===== config.mk =====
export PLATFORM = sky130hd
export DESIGN_NAME = mono_bitmap_color_expand_blit_top
export DESIGN_NICKNAME = d
export VERILOG_FILES = /design/src/hw/rtl/mbce_pkg.sv /design/src/hw/rtl/mbce_cfg.sv /design/src/hw/rtl/mbce_front.sv /design/src/hw/rtl/mbce_queue.sv /design/src/hw/rtl/mbce_back.sv /design/src/hw/rtl/mono_bitmap_color_expand_blit_top.sv
export SDC_FILE = /design/constraint.sdc
export NUM_CORES = 2
export LEC_CHECK = 0
export BUFFER_PORTS_ARGS = -buffer_cell sky130_fd_sc_hd__buf_4
export CELL_PAD_IN_SITES_DETAIL_PLACEMENT = 0
export CELL_PAD_IN_SITES_GLOBAL_PLACEMENT = 2
export CORE_UTILIZATION = 40
export CTS_CLUSTER_DIAMETER = 40
export CTS_CLUSTER_SIZE = 10
export DETAILED_ROUTE_END_ITERATION = 12
export HOLD_SLACK_MARGIN = 0.1
export PLACE_DENSITY_LB_ADDON = 0.05
export SLEW_MARGIN = 20
export SYNTH_ARGS = -nofsm -noshare
export SYNTH_HDL_FRONTEND = slang
export SYNTH_SLANG_ARGS = --single-unit

===== constraint.sdc =====
create_clock -name clk -period 15 [get_ports clk]
set_input_delay 0.75 -clock clk [delete_from_list [all_inputs] [get_ports clk]]
set_output_delay 0.75 -clock clk [all_outputs]
set_load 0.005 [all_outputs]

===== src/hw/rtl/mbce_pkg.sv =====
`timescale 1ns / 1ps

package mbce_pkg;

    localparam int LANES      = 8;
    localparam int PIX_W      = 32;
    localparam int DIM_W      = 11;
    localparam int CNT_W      = 4;
    localparam int SRC_W      = 8;
    localparam int CFG_IDX_W  = 3;
    localparam int CFG_DATA_W = 32;

    localparam logic [CFG_IDX_W-1:0] CFG_PIXEL_BYTES  = 3'd0;
    localparam logic [CFG_IDX_W-1:0] CFG_BG_COLOR     = 3'd1;
    localparam logic [CFG_IDX_W-1:0] CFG_FG_COLOR     = 3'd2;
    localparam logic [CFG_IDX_W-1:0] CFG_XOR_MODE     = 3'd3;
    localparam logic [CFG_IDX_W-1:0] CFG_WIDTH_PIXELS = 3'd4;
    localparam logic [CFG_IDX_W-1:0] CFG_HEIGHT_ROWS  = 3'd5;

    typedef struct packed {
        logic [SRC_W-1:0] source_byte;
        logic [PIX_W-1:0] old_pixel_0;
        logic [PIX_W-1:0] old_pixel_1;
        logic [PIX_W-1:0] old_pixel_2;
        logic [PIX_W-1:0] old_pixel_3;
        logic [PIX_W-1:0] old_pixel_4;
        logic [PIX_W-1:0] old_pixel_5;
        logic [PIX_W-1:0] old_pixel_6;
        logic [PIX_W-1:0] old_pixel_7;
    } in_item_t;

    typedef struct packed {
        logic [PIX_W-1:0] new_pixel_0;
        logic [PIX_W-1:0] new_pixel_1;
        logic [PIX_W-1:0] new_pixel_2;
        logic [PIX_W-1:0] new_pixel_3;
        logic [PIX_W-1:0] new_pixel_4;
        logic [PIX_W-1:0] new_pixel_5;
        logic [PIX_W-1:0] new_pixel_6;
        logic [PIX_W-1:0] new_pixel_7;
        logic [CNT_W-1:0] pixel_count;
        logic             row_end;
        logic             blit_end;
    } out_item_t;

    // effective settings, colors already masked and dimensions clamped
    typedef struct packed {
        logic             xor_mode;
        logic [PIX_W-1:0] mask;
        logic [PIX_W-1:0] bg;
        logic [PIX_W-1:0] fg;
        logic [DIM_W-1:0] width;
        logic [DIM_W-1:0] height;
    } cfg_t;

    // classified beat handed from front to back
    typedef struct packed {
        logic [SRC_W-1:0]            source_byte;
        logic [LANES-1:0][PIX_W-1:0] old_pixel;
        logic [CNT_W-1:0]            pixel_count;
        logic                        row_end;
        logic                        blit_end;
    } job_t;

endpackage


===== src/hw/rtl/mbce_cfg.sv =====
`timescale 1ns / 1ps

module mbce_cfg #(
    parameter int MAX_WIDTH  = 1024,
    parameter int MAX_HEIGHT = 1024
) (
    input  logic                                clk,
    input  logic                                rst_n,
    input  logic                                cfg_en,
    input  logic [mbce_pkg::CFG_IDX_W-1:0]      cfg_index,
    input  logic [mbce_pkg::CFG_DATA_W-1:0]     cfg_data,
    output mbce_pkg::cfg_t                      cfg
);

    localparam int DIM_MAX = (1 << mbce_pkg::DIM_W) - 1;
    localparam int W_LIM   = (MAX_WIDTH > DIM_MAX) ? DIM_MAX : MAX_WIDTH;
    localparam int H_LIM   = (MAX_HEIGHT > DIM_MAX) ? DIM_MAX : MAX_HEIGHT;
    localparam logic [mbce_pkg::DIM_W-1:0] W_CAP = mbce_pkg::DIM_W'(W_LIM);
    localparam logic [mbce_pkg::DIM_W-1:0] H_CAP = mbce_pkg::DIM_W'(H_LIM);
    localparam logic [mbce_pkg::DIM_W-1:0] DIM_ONE = mbce_pkg::DIM_W'(1);

    logic [2:0]                   pixel_bytes_reg;
    logic [mbce_pkg::PIX_W-1:0]   bg_color_reg;
    logic [mbce_pkg::PIX_W-1:0]   fg_color_reg;
    logic                         xor_mode_reg;
    logic [mbce_pkg::DIM_W-1:0]   width_pixels_reg;
    logic [mbce_pkg::DIM_W-1:0]   height_rows_reg;
    logic [mbce_pkg::PIX_W-1:0]   mask;

    always_ff @(posedge clk or negedge rst_n)
    begin
        if (!rst_n)
        begin
            pixel_bytes_reg  <= 3'd1;
            bg_color_reg     <= '0;
            fg_color_reg     <= mbce_pkg::PIX_W'(1);
            xor_mode_reg     <= 1'b0;
            width_pixels_reg <= DIM_ONE;
            height_rows_reg  <= DIM_ONE;
        end
        else if (cfg_en)
        begin
            case (cfg_index)
                mbce_pkg::CFG_PIXEL_BYTES:  pixel_bytes_reg  <= cfg_data[2:0];
                mbce_pkg::CFG_BG_COLOR:     bg_color_reg     <= cfg_data;
                mbce_pkg::CFG_FG_COLOR:     fg_color_reg     <= cfg_data;
                mbce_pkg::CFG_XOR_MODE:     xor_mode_reg     <= cfg_data[0];
                mbce_pkg::CFG_WIDTH_PIXELS: width_pixels_reg <= cfg_data[mbce_pkg::DIM_W-1:0];
                mbce_pkg::CFG_HEIGHT_ROWS:  height_rows_reg  <= cfg_data[mbce_pkg::DIM_W-1:0];
                default: ;
            endcase
        end
    end

    always_comb
    begin
        case (pixel_bytes_reg) inside
            3'd0, 3'd1: mask = 32'h0000_00FF;
            3'd2:       mask = 32'h0000_FFFF;
            3'd3:       mask = 32'h00FF_FFFF;
            default:    mask = 32'hFFFF_FFFF;
        endcase
    end

    always_comb
    begin
        cfg.xor_mode = xor_mode_reg;
        cfg.mask     = mask;
        cfg.bg       = bg_color_reg & mask;
        cfg.fg       = fg_color_reg & mask;

        if (width_pixels_reg == '0)
            cfg.width = DIM_ONE;
        else if (width_pixels_reg > W_CAP)
            cfg.width = W_CAP;
        else
            cfg.width = width_pixels_reg;

        if (height_rows_reg == '0)
            cfg.height = DIM_ONE;
        else if (height_rows_reg > H_CAP)
            cfg.height = H_CAP;
        else
            cfg.height = height_rows_reg;
    end

endmodule


===== src/hw/rtl/mbce_front.sv =====
`timescale 1ns / 1ps

module mbce_front (
    input  logic                 clk,
    input  logic                 rst_n,
    input  mbce_pkg::cfg_t       cfg,
    input  logic                 in_valid,
    output logic                 in_ready,
    input  mbce_pkg::in_item_t   in_data,
    output logic                 q_valid,
    input  logic                 q_ready,
    output mbce_pkg::job_t       q_data
);

    localparam int DW = mbce_pkg::DIM_W;
    localparam int CW = mbce_pkg::CNT_W;
    localparam logic [DW-1:0] LANES_DIM = DW'(mbce_pkg::LANES);
    localparam logic [CW-1:0] LANES_CNT = CW'(mbce_pkg::LANES);

    logic [DW-1:0] col_reg, col_next;
    logic [DW-1:0] row_reg, row_next;
    logic [DW-1:0] col, row, remain;
    logic [CW-1:0] count;
    logic [DW:0]   col_sum, row_inc;
    logic          row_end, blit_end;
    logic          take;

    assign in_ready = q_ready;
    assign q_valid  = in_valid;
    assign take     = in_valid && q_ready;

    always_comb
    begin
        col      = (col_reg >= cfg.width) ? '0 : col_reg;
        row      = (row_reg >= cfg.height) ? '0 : row_reg;
        remain   = cfg.width - col;
        count    = (remain > LANES_DIM) ? LANES_CNT : remain[CW-1:0];
        col_sum  = {1'b0, col} + {{(DW+1-CW){1'b0}}, count};
        row_inc  = {1'b0, row} + {{DW{1'b0}}, 1'b1};
        row_end  = (col_sum >= {1'b0, cfg.width});
        blit_end = row_end && (row_inc >= {1'b0, cfg.height});
        col_next = row_end ? '0 : col_sum[DW-1:0];
        if (!row_end)
            row_next = row;
        else if (blit_end)
            row_next = '0;
        else
            row_next = row_inc[DW-1:0];
    end

    always_ff @(posedge clk or negedge rst_n)
    begin
        if (!rst_n)
        begin
            col_reg <= '0;
            row_reg <= '0;
        end
        else if (take)
        begin
            col_reg <= col_next;
            row_reg <= row_next;
        end
    end

    always_comb
    begin
        q_data.source_byte  = in_data.source_byte;
        q_data.old_pixel[0] = in_data.old_pixel_0;
        q_data.old_pixel[1] = in_data.old_pixel_1;
        q_data.old_pixel[2] = in_data.old_pixel_2;
        q_data.old_pixel[3] = in_data.old_pixel_3;
        q_data.old_pixel[4] = in_data.old_pixel_4;
        q_data.old_pixel[5] = in_data.old_pixel_5;
        q_data.old_pixel[6] = in_data.old_pixel_6;
        q_data.old_pixel[7] = in_data.old_pixel_7;
        q_data.pixel_count  = count;
        q_data.row_end      = row_end;
        q_data.blit_end     = blit_end;
    end

endmodule


===== src/hw/rtl/mbce_queue.sv =====
`timescale 1ns / 1ps

module mbce_queue (
    input  logic             clk,
    input  logic             rst_n,
    input  logic             push_valid,
    output logic             push_ready,
    input  mbce_pkg::job_t   push_data,
    output logic             pop_valid,
    input  logic             pop_ready,
    output mbce_pkg::job_t   pop_data
);

    localparam int DEPTH = 2;
    localparam int PTR_W = $clog2(DEPTH);
    localparam int CNT_W = $clog2(DEPTH + 1);
    localparam logic [CNT_W-1:0] FULL = CNT_W'(DEPTH);
    localparam logic [PTR_W-1:0] LAST = PTR_W'(DEPTH - 1);

    mbce_pkg::job_t     mem [DEPTH];
    logic [PTR_W-1:0]   wr_ptr_reg, rd_ptr_reg;
    logic [CNT_W-1:0]   cnt_reg;
    logic               push, pop;

    assign push_ready = (cnt_reg != FULL);
    assign pop_valid  = (cnt_reg != '0);
    assign push       = push_valid && push_ready;
    assign pop        = pop_valid && pop_ready;
    assign pop_data   = mem[rd_ptr_reg];

    always_ff @(posedge clk)
    begin
        if (push)
            mem[wr_ptr_reg] <= push_data;
    end

    always_ff @(posedge clk or negedge rst_n)
    begin
        if (!rst_n)
        begin
            wr_ptr_reg <= '0;
            rd_ptr_reg <= '0;
            cnt_reg    <= '0;
        end
        else
        begin
            if (push)
                wr_ptr_reg <= (wr_ptr_reg == LAST) ? '0 : wr_ptr_reg + 1'b1;
            if (pop)
                rd_ptr_reg <= (rd_ptr_reg == LAST) ? '0 : rd_ptr_reg + 1'b1;
            if (push && !pop)
                cnt_reg <= cnt_reg + 1'b1;
            else if (pop && !push)
                cnt_reg <= cnt_reg - 1'b1;
        end
    end

endmodule


===== src/hw/rtl/mbce_back.sv =====
`timescale 1ns / 1ps

module mbce_back (
    input  logic                 clk,
    input  logic                 rst_n,
    input  mbce_pkg::cfg_t       cfg,
    input  logic                 pop_valid,
    output logic                 pop_ready,
    input  mbce_pkg::job_t       pop_data,
    output logic                 out_valid,
    input  logic                 out_ready,
    output mbce_pkg::out_item_t  out_data
);

    localparam int N  = mbce_pkg::LANES;
    localparam int PW = mbce_pkg::PIX_W;
    localparam int CW = mbce_pkg::CNT_W;

    logic                   out_valid_reg;
    mbce_pkg::out_item_t    out_data_reg, out_data_next;
    logic [N-1:0][PW-1:0]   res;
    logic [PW-1:0]          old;
    logic                   src_bit;
    logic                   load;

    assign pop_ready = !out_valid_reg || out_ready;
    assign load      = pop_valid && pop_ready;
    assign out_valid = out_valid_reg;
    assign out_data  = out_data_reg;

    always_comb
    begin
        res = '0;
        for (int i = 0; i < N; i++)
        begin
            old     = pop_data.old_pixel[i] & cfg.mask;
            src_bit = pop_data.source_byte[N-1-i];
            if (CW'(i) < pop_data.pixel_count)
            begin
                if (cfg.xor_mode)
                    res[i] = src_bit ? ((old == cfg.bg) ? cfg.fg : cfg.bg) : old;
                else
                    res[i] = src_bit ? cfg.fg : cfg.bg;
            end
        end
    end

    always_comb
    begin
        out_data_next.new_pixel_0 = res[0];
        out_data_next.new_pixel_1 = res[1];
        out_data_next.new_pixel_2 = res[2];
        out_data_next.new_pixel_3 = res[3];
        out_data_next.new_pixel_4 = res[4];
        out_data_next.new_pixel_5 = res[5];
        out_data_next.new_pixel_6 = res[6];
        out_data_next.new_pixel_7 = res[7];
        out_data_next.pixel_count = pop_data.pixel_count;
        out_data_next.row_end     = pop_data.row_end;
        out_data_next.blit_end    = pop_data.blit_end;
    end

    always_ff @(posedge clk)
    begin
        if (load)
            out_data_reg <= out_data_next;
    end

    always_ff @(posedge clk or negedge rst_n)
    begin
        if (!rst_n)
            out_valid_reg <= 1'b0;
        else if (load)
            out_valid_reg <= 1'b1;
        else if (out_ready)
            out_valid_reg <= 1'b0;
    end

endmodule


===== src/hw/rtl/mono_bitmap_color_expand_blit_top.sv =====
`timescale 1ns / 1ps

// channel   handshake             payload
// ------    ---------             -------
// in        in_valid / in_ready   in_data   (source byte + 8 old pixels)
// out       out_valid / out_ready out_data  (8 new pixels, count, row/blit end)
// cfg       cfg_en                cfg_index, cfg_data
//
// one beat per cycle sustained while out_ready is high
// front updates column/row counters on accept, back expands 8 lanes, XOR compares
// a two-entry queue sits between them, the output register holds a stalled beat
// rst_n clears counters, queue, output valid and loads register defaults

module mono_bitmap_color_expand_blit_top #(
    parameter int MAX_WIDTH  = 1024,
    parameter int MAX_HEIGHT = 1024
) (
    input  logic                             clk,
    input  logic                             rst_n,
    input  logic                             cfg_en,
    input  logic [mbce_pkg::CFG_IDX_W-1:0]   cfg_index,
    input  logic [mbce_pkg::CFG_DATA_W-1:0]  cfg_data,
    input  logic                             in_valid,
    output logic                             in_ready,
    input  mbce_pkg::in_item_t               in_data,
    output logic                             out_valid,
    input  logic                             out_ready,
    output mbce_pkg::out_item_t              out_data
);

    mbce_pkg::cfg_t  cfg;
    mbce_pkg::job_t  push_data, pop_data;
    logic            push_valid, push_ready;
    logic            pop_valid, pop_ready;

    mbce_cfg #(
        .MAX_WIDTH  (MAX_WIDTH),
        .MAX_HEIGHT (MAX_HEIGHT)
    ) u_cfg (
        .clk       (clk),
        .rst_n     (rst_n),
        .cfg_en    (cfg_en),
        .cfg_index (cfg_index),
        .cfg_data  (cfg_data),
        .cfg       (cfg)
    );

    mbce_front u_front (
        .clk      (clk),
        .rst_n    (rst_n),
        .cfg      (cfg),
        .in_valid (in_valid),
        .in_ready (in_ready),
        .in_data  (in_data),
        .q_valid  (push_valid),
        .q_ready  (push_ready),
        .q_data   (push_data)
    );

    mbce_queue u_queue (
        .clk        (clk),
        .rst_n      (rst_n),
        .push_valid (push_valid),
        .push_ready (push_ready),
        .push_data  (push_data),
        .pop_valid  (pop_valid),
        .pop_ready  (pop_ready),
        .pop_data   (pop_data)
    );

    mbce_back u_back (
        .clk       (clk),
        .rst_n     (rst_n),
        .cfg       (cfg),
        .pop_valid (pop_valid),
        .pop_ready (pop_ready),
        .pop_data  (pop_data),
        .out_valid (out_valid),
        .out_ready (out_ready),
        .out_data  (out_data)
    );

endmodule


# Word level (Yosys, flattened, before mapping)

Memory sizes are Yosys's and may differ from the RTL's.
Cells that the tools add are included.
Widths: inputs -> output; s select.

Equality and inequality tests: 17
Reductions and logical operators: 23
Multiplexer cells: 53
Add/sub/neg operators: 7
$lt $le $gt $ge: 15
Bitwise gates (word level): 10

Operator list:

| operator              | count |
|---|---|
| $mux 32               | 35 |
| $and 32x32->32        | 10 |
| $eq 32x32->1          | 8 |
| $mux 11               | 9 |
| $ge 12x11->1          | 2 |
| $ge 11x11->1          | 2 |
| $gt 11x11->1 const B  | 2 |
| $logic_not 11->1      | 2 |
| $lt 3x4->1 const A    | 4 |
| $add 11x1->12 const B | 1 |
| $add 11x4->12         | 1 |
| $eq 3x2->1 const B    | 4 |
| $reduce_and 2->1      | 6 |
| $gt 11x4->1 const B   | 1 |
| $sub 11x11->11        | 1 |
| $lt 1x4->1 const A    | 2 |
| $lt 2x4->1 const A    | 2 |
| $eq 3x1->1 const B    | 2 |
| $eq 3x3->1 const B    | 2 |
| $logic_not 3->1       | 2 |
| $mux 1                | 6 |
| $reduce_bool 2->1     | 3 |
| $logic_and 1x1->1     | 5 |
| $mux 2                | 2 |
| other kinds (8)       | 11 |

Register bits after elaboration: 379
Output and inout port bits: 264
Input bits: 304
Logic and storage cells: 149
Bits in writable memories: 540
Memories: 1

Memories:

| name        | words | width | rd ports | clocked after memory_dff | wr ports | RTL line         | RTL |
|---|---|---|---|---|---|---|---|
| u_queue.mem | 2     | 270   | 1        | 0                        | 1        | mbce_queue.sv:20 | `mbce_pkg::job_t mem [DEPTH];` |

# Logic depth before layout (Yosys ltp)

Depth in word-level cells: 13
Mapped depth: 37
Gate-level depth less buffers: 35

# Modules after synthesis

Synthesis repeated with hierarchy kept, for this count alone.

Cell total of the unflattened synthesis: 4345
Area, all modules: 51590.7 sq um

By module, submodules not included:

| module     | times used | area an instance (sq um) | seq. area each (sq um) | cells an instance |
|---|---|---|---|---|
| mbce_back  | 1          | 21120.3                  | 7892.6                 | 2459 |
| mbce_queue | 1          | 20450.9                  | 16315.6                | 858 |
| mbce_front | 1          | 5393.9                   | 550.5                  | 696 |
| mbce_cfg   | 1          | 4625.7                   | 2257.2                 | 332 |

# Worst setup path before layout

OpenSTA, ideal clock, no wires.

Kind: input -> register
Start: input in_valid
End: memory u_queue.mem[0][0] (netlist name) (enable)
Path buffers: 1
Library setup time: 908 ps
Cell stages on the path: 3
Required time: 14092 ps
Setup slack: 1838 ps
Arrival: 12255 ps
Path through: nand2_1 -> clkbuf_1 -> nor2_1

Word-level cells in the longest chain between the ends: 3

RTL lines:

| element                      | RTL line                                | RTL |
|---|---|---|
| start, declared              | mono_bitmap_color_expand_blit_top.sv:23 | `input logic in_valid,` |
| $logic_and 1x1->1            | mbce_queue.sv:27                        | `assign push = push_valid && push_ready;` |
| $mux 1                       | mbce_queue.sv:33                        | `if (push)` |
| $mux 1 (implied by the code) | mbce_queue.sv:34                        | `mem[wr_ptr_reg] <= push_data;` |
| end, declared                | mbce_queue.sv:20                        |  |

Every way passes these cells.

==> metrics.txt <==
Area Overhead vs Synth 22.27%; sequential share of the synthesized area 56.83%; Post-route DRC 0; Highest Clock Rate 106.8 MHz; Root Buffer clkbuf_16; Ys Warns 0; initial DRC count 4617; CP max-delay cell nor2b_1; net switching power 5.134 mW; placed cells 5937; PwrDens 220.8 mW/mm^2; Post-Synth Adder-Cell Area 1.637%; pins over their slew limit 0; DIE WIDTH 346.7 um; worst stage delay on the critical path 0.67 ns; status complete, no violations; CP max FO 16; post-synthesis mux area share 10.40%; clk buf depth 3; Compound-Gate Fraction of Synth Area 13.15%; max FFs per register 540; Final Util 49.29%; total track usage 31.83%; switching share of total power 40.00%; Pre-antenna DRT Iters 6; final setup violation count 0; Post-Syn Nets 4440; commonest non-fill, non-tap cells in the layout 802 x edfxtp_1, 667 x buf_4, 359 x mux2i_1; post-cts hold buffer count 0; post-synthesis register bit count 919; Worst-Margin Slew 1.138 ns; placed standard-cell area 0.05321 sq mm; most common cell after layout, fill and taps aside edfxtp_1; cell taking the most area after synthesis edfxtp_1; post-route ant nets 0; Final Hold Slack 0.1218 ns; final std cells w/o fill 6208; share of cells above drive strength 1 23.21%; Via-to-Cell Ratio 6.038; Min-Delay Path Class input pin to async pin; CTS Sinks 919; post_cts resized 0; die area 0.1202 sq mm; Clock power frac 26.0%; Vias 37.48k; simple-gate share of the synthesized area 9.584%; first-pass GRT wire length 271.9 mm; CTS tree done; flip-flop and latch area 0.02702 sq mm; Crit. End Element register; dpl ws 5.639 ns; Design Power 12.84 mW; Rows 126; nets 4920; largest net degree at the start of global routing 126; Setup TNS 0 ns; vias in the first global route 35.02k; XOR/XNOR Fraction of Synth Area 4.864%; # port buffers 567; clock transition at the registers of the reported paths 0.05 ns; Die Y 346.7 um; combinational power share 40.2%; final instance area 0.05812 sq mm; Num CTS Buffers 152; arrival time worst endpoint 9.98 ns; fill count 10.77k; top cells by area, synth edfxtp_1 51%, mux2i_1 7.7%, dfrtp_1 5.9%, xnor2_1 3.3%, nor2_1 2.9%; most common flop cell mapped by yosys edfxtp_1; EDFF count, synth 802; area occupied by multi-input gates 0.01902 sq mm; Lkg Pwr 22.31 nW; register share of total power 33.7%; initial antenna violation count 14; largest family of logic cells by synthesized area compound AO/OA/AOI/OAI gates; Mean Syn Cell Area 11.67 sq um; startpoint types register; Syn Std Cell Area 0.04754 sq mm; Fin. Hold Viols 0; Initial Util 40.31%; post-synth top area share 50.66%; final wirelength 196.1 mm; required time of the critical path 15.62 ns; Cells after Synth 4075; core region area 0.1179 sq mm; placer congestion estimate 0.9313; Post-synth ARST share 12.73%; Routed WL per cell 31.58 um; worst skew pair latency 0.78 ns; synth unique cells 80; Final WS setup 5.641 ns; Top Ports 568; GRT overflow 0; post-DP HPWL 142.3 mm; RSZ-0062 raised after global routing false; Int Power 7.701 mW; fin crit share 62.40%; post-layout min period 9.359 ns; Final Skew 0.02944 ns; relative slew slack 24.17%; worst vdd ir 0.0001428 V; Max Cap Viol 0; kind of critical path register to register; post-CTS setup repair buffer count 0; most frequent CP cell a21oi_1; H-tree depth 4
-- final cells by class --
cell class / count / area share (%)
diodes: 5 / 0.02153
clock buffers: 180 / 6.869
repair buffers: 670 / 8.718
well taps: 1536 / 3.307
flip-flops and latches: 919 / 46.50
inverters: 48 / 0.3229
clock inverters: 86 / 1.535
multi-input cells: 2764 / 32.73
-- power groups by stage --
stage	logic [mW]	registers, mW	clock network [mW]
after CTS	5.09	4.32	3.38
final	5.17	4.33	3.34
after floorplan	2.96	4.29	0
after detailed placement	5.07	4.36	0
after global placement	5.07	4.35	0
after global routing	5.46	4.37	3.49
-- logic make-up (layout without fill, tap and decap cells) --
| logic type | count (synthesis) | count (layout) |
|---|---|---|
| other cells | 0 | 5 |
| fa+ha+maj | 61 | 61 |
| xor+xnor | 264 | 264 |
| flops | 919 | 919 |
| buf+inv | 392 | 984 |
| mux | 480 | 480 |
| simple gates | 1009 | 1009 |
| compound gates | 950 | 950 |
-- worst paths after layout --
path | start | end | slack [ns] | cells after the start
max | u_cfg.width_pixels_reg[10] | u_front.row_reg[6] | 5.64 | 32
min | rst_n | u_back.out_valid | 0.12 | 1
max reg2reg | u_cfg.width_pixels_reg[10] | u_front.row_reg[6] | 5.64 | 32
min reg2reg | u_back.out_valid | u_back.out_valid | 0.51 | 2
max in group asynchronous | rst_n | u_cfg.pixel_bytes_reg[2] | 13.35 | 2
min in group clk | in_data[38] | u_queue.mem[0][204] | 0.16 | 1
-- metal layers --
| metal | track usage, % | up-vias | wire, um |
|---|---|---|---|
| li1 | - | 16370 | - |
| met1 | 47.56 | 18780 | 87960 |
| met2 | 45.55 | 2059 | 83400 |
| met3 | 7.340 | 268 | 19110 |
| met4 | 9.491 | 8 | 5547 |
| met5 | 0 | - | 47 |
-- worst max-delay path: cells and delay by family (launching register included) --
kind | cells | cell delay [ns]
compound gates | 14 | 3.37
xor+xnor | 1 | 0.24
fa+ha+maj | 4 | 1.28
buf+inv | 2 | 0.71
flops | 1 | 0.45
simple gates | 11 | 3.15
-- cells in the mapped netlist (29+ instances only) --
cell type and n:
nand4_1 31, xor2_1 86, edfxtp_1 802, o22ai_1 39, o221ai_1 68, mux2_2 110
nor2_1 362, mux2i_1 368, inv_1 45, a221oi_1 29, a211oi_1 56, xnor2_1 178
ha_1 59, o21ai_0 237, a21oi_1 264, nor4_1 43, clkbuf_1 260, nand3_1 59
nor3_1 99, and2_1 35, nand2_1 289, dfrtp_1 113
Note: power is estimated with default switching activity, not from simulation.
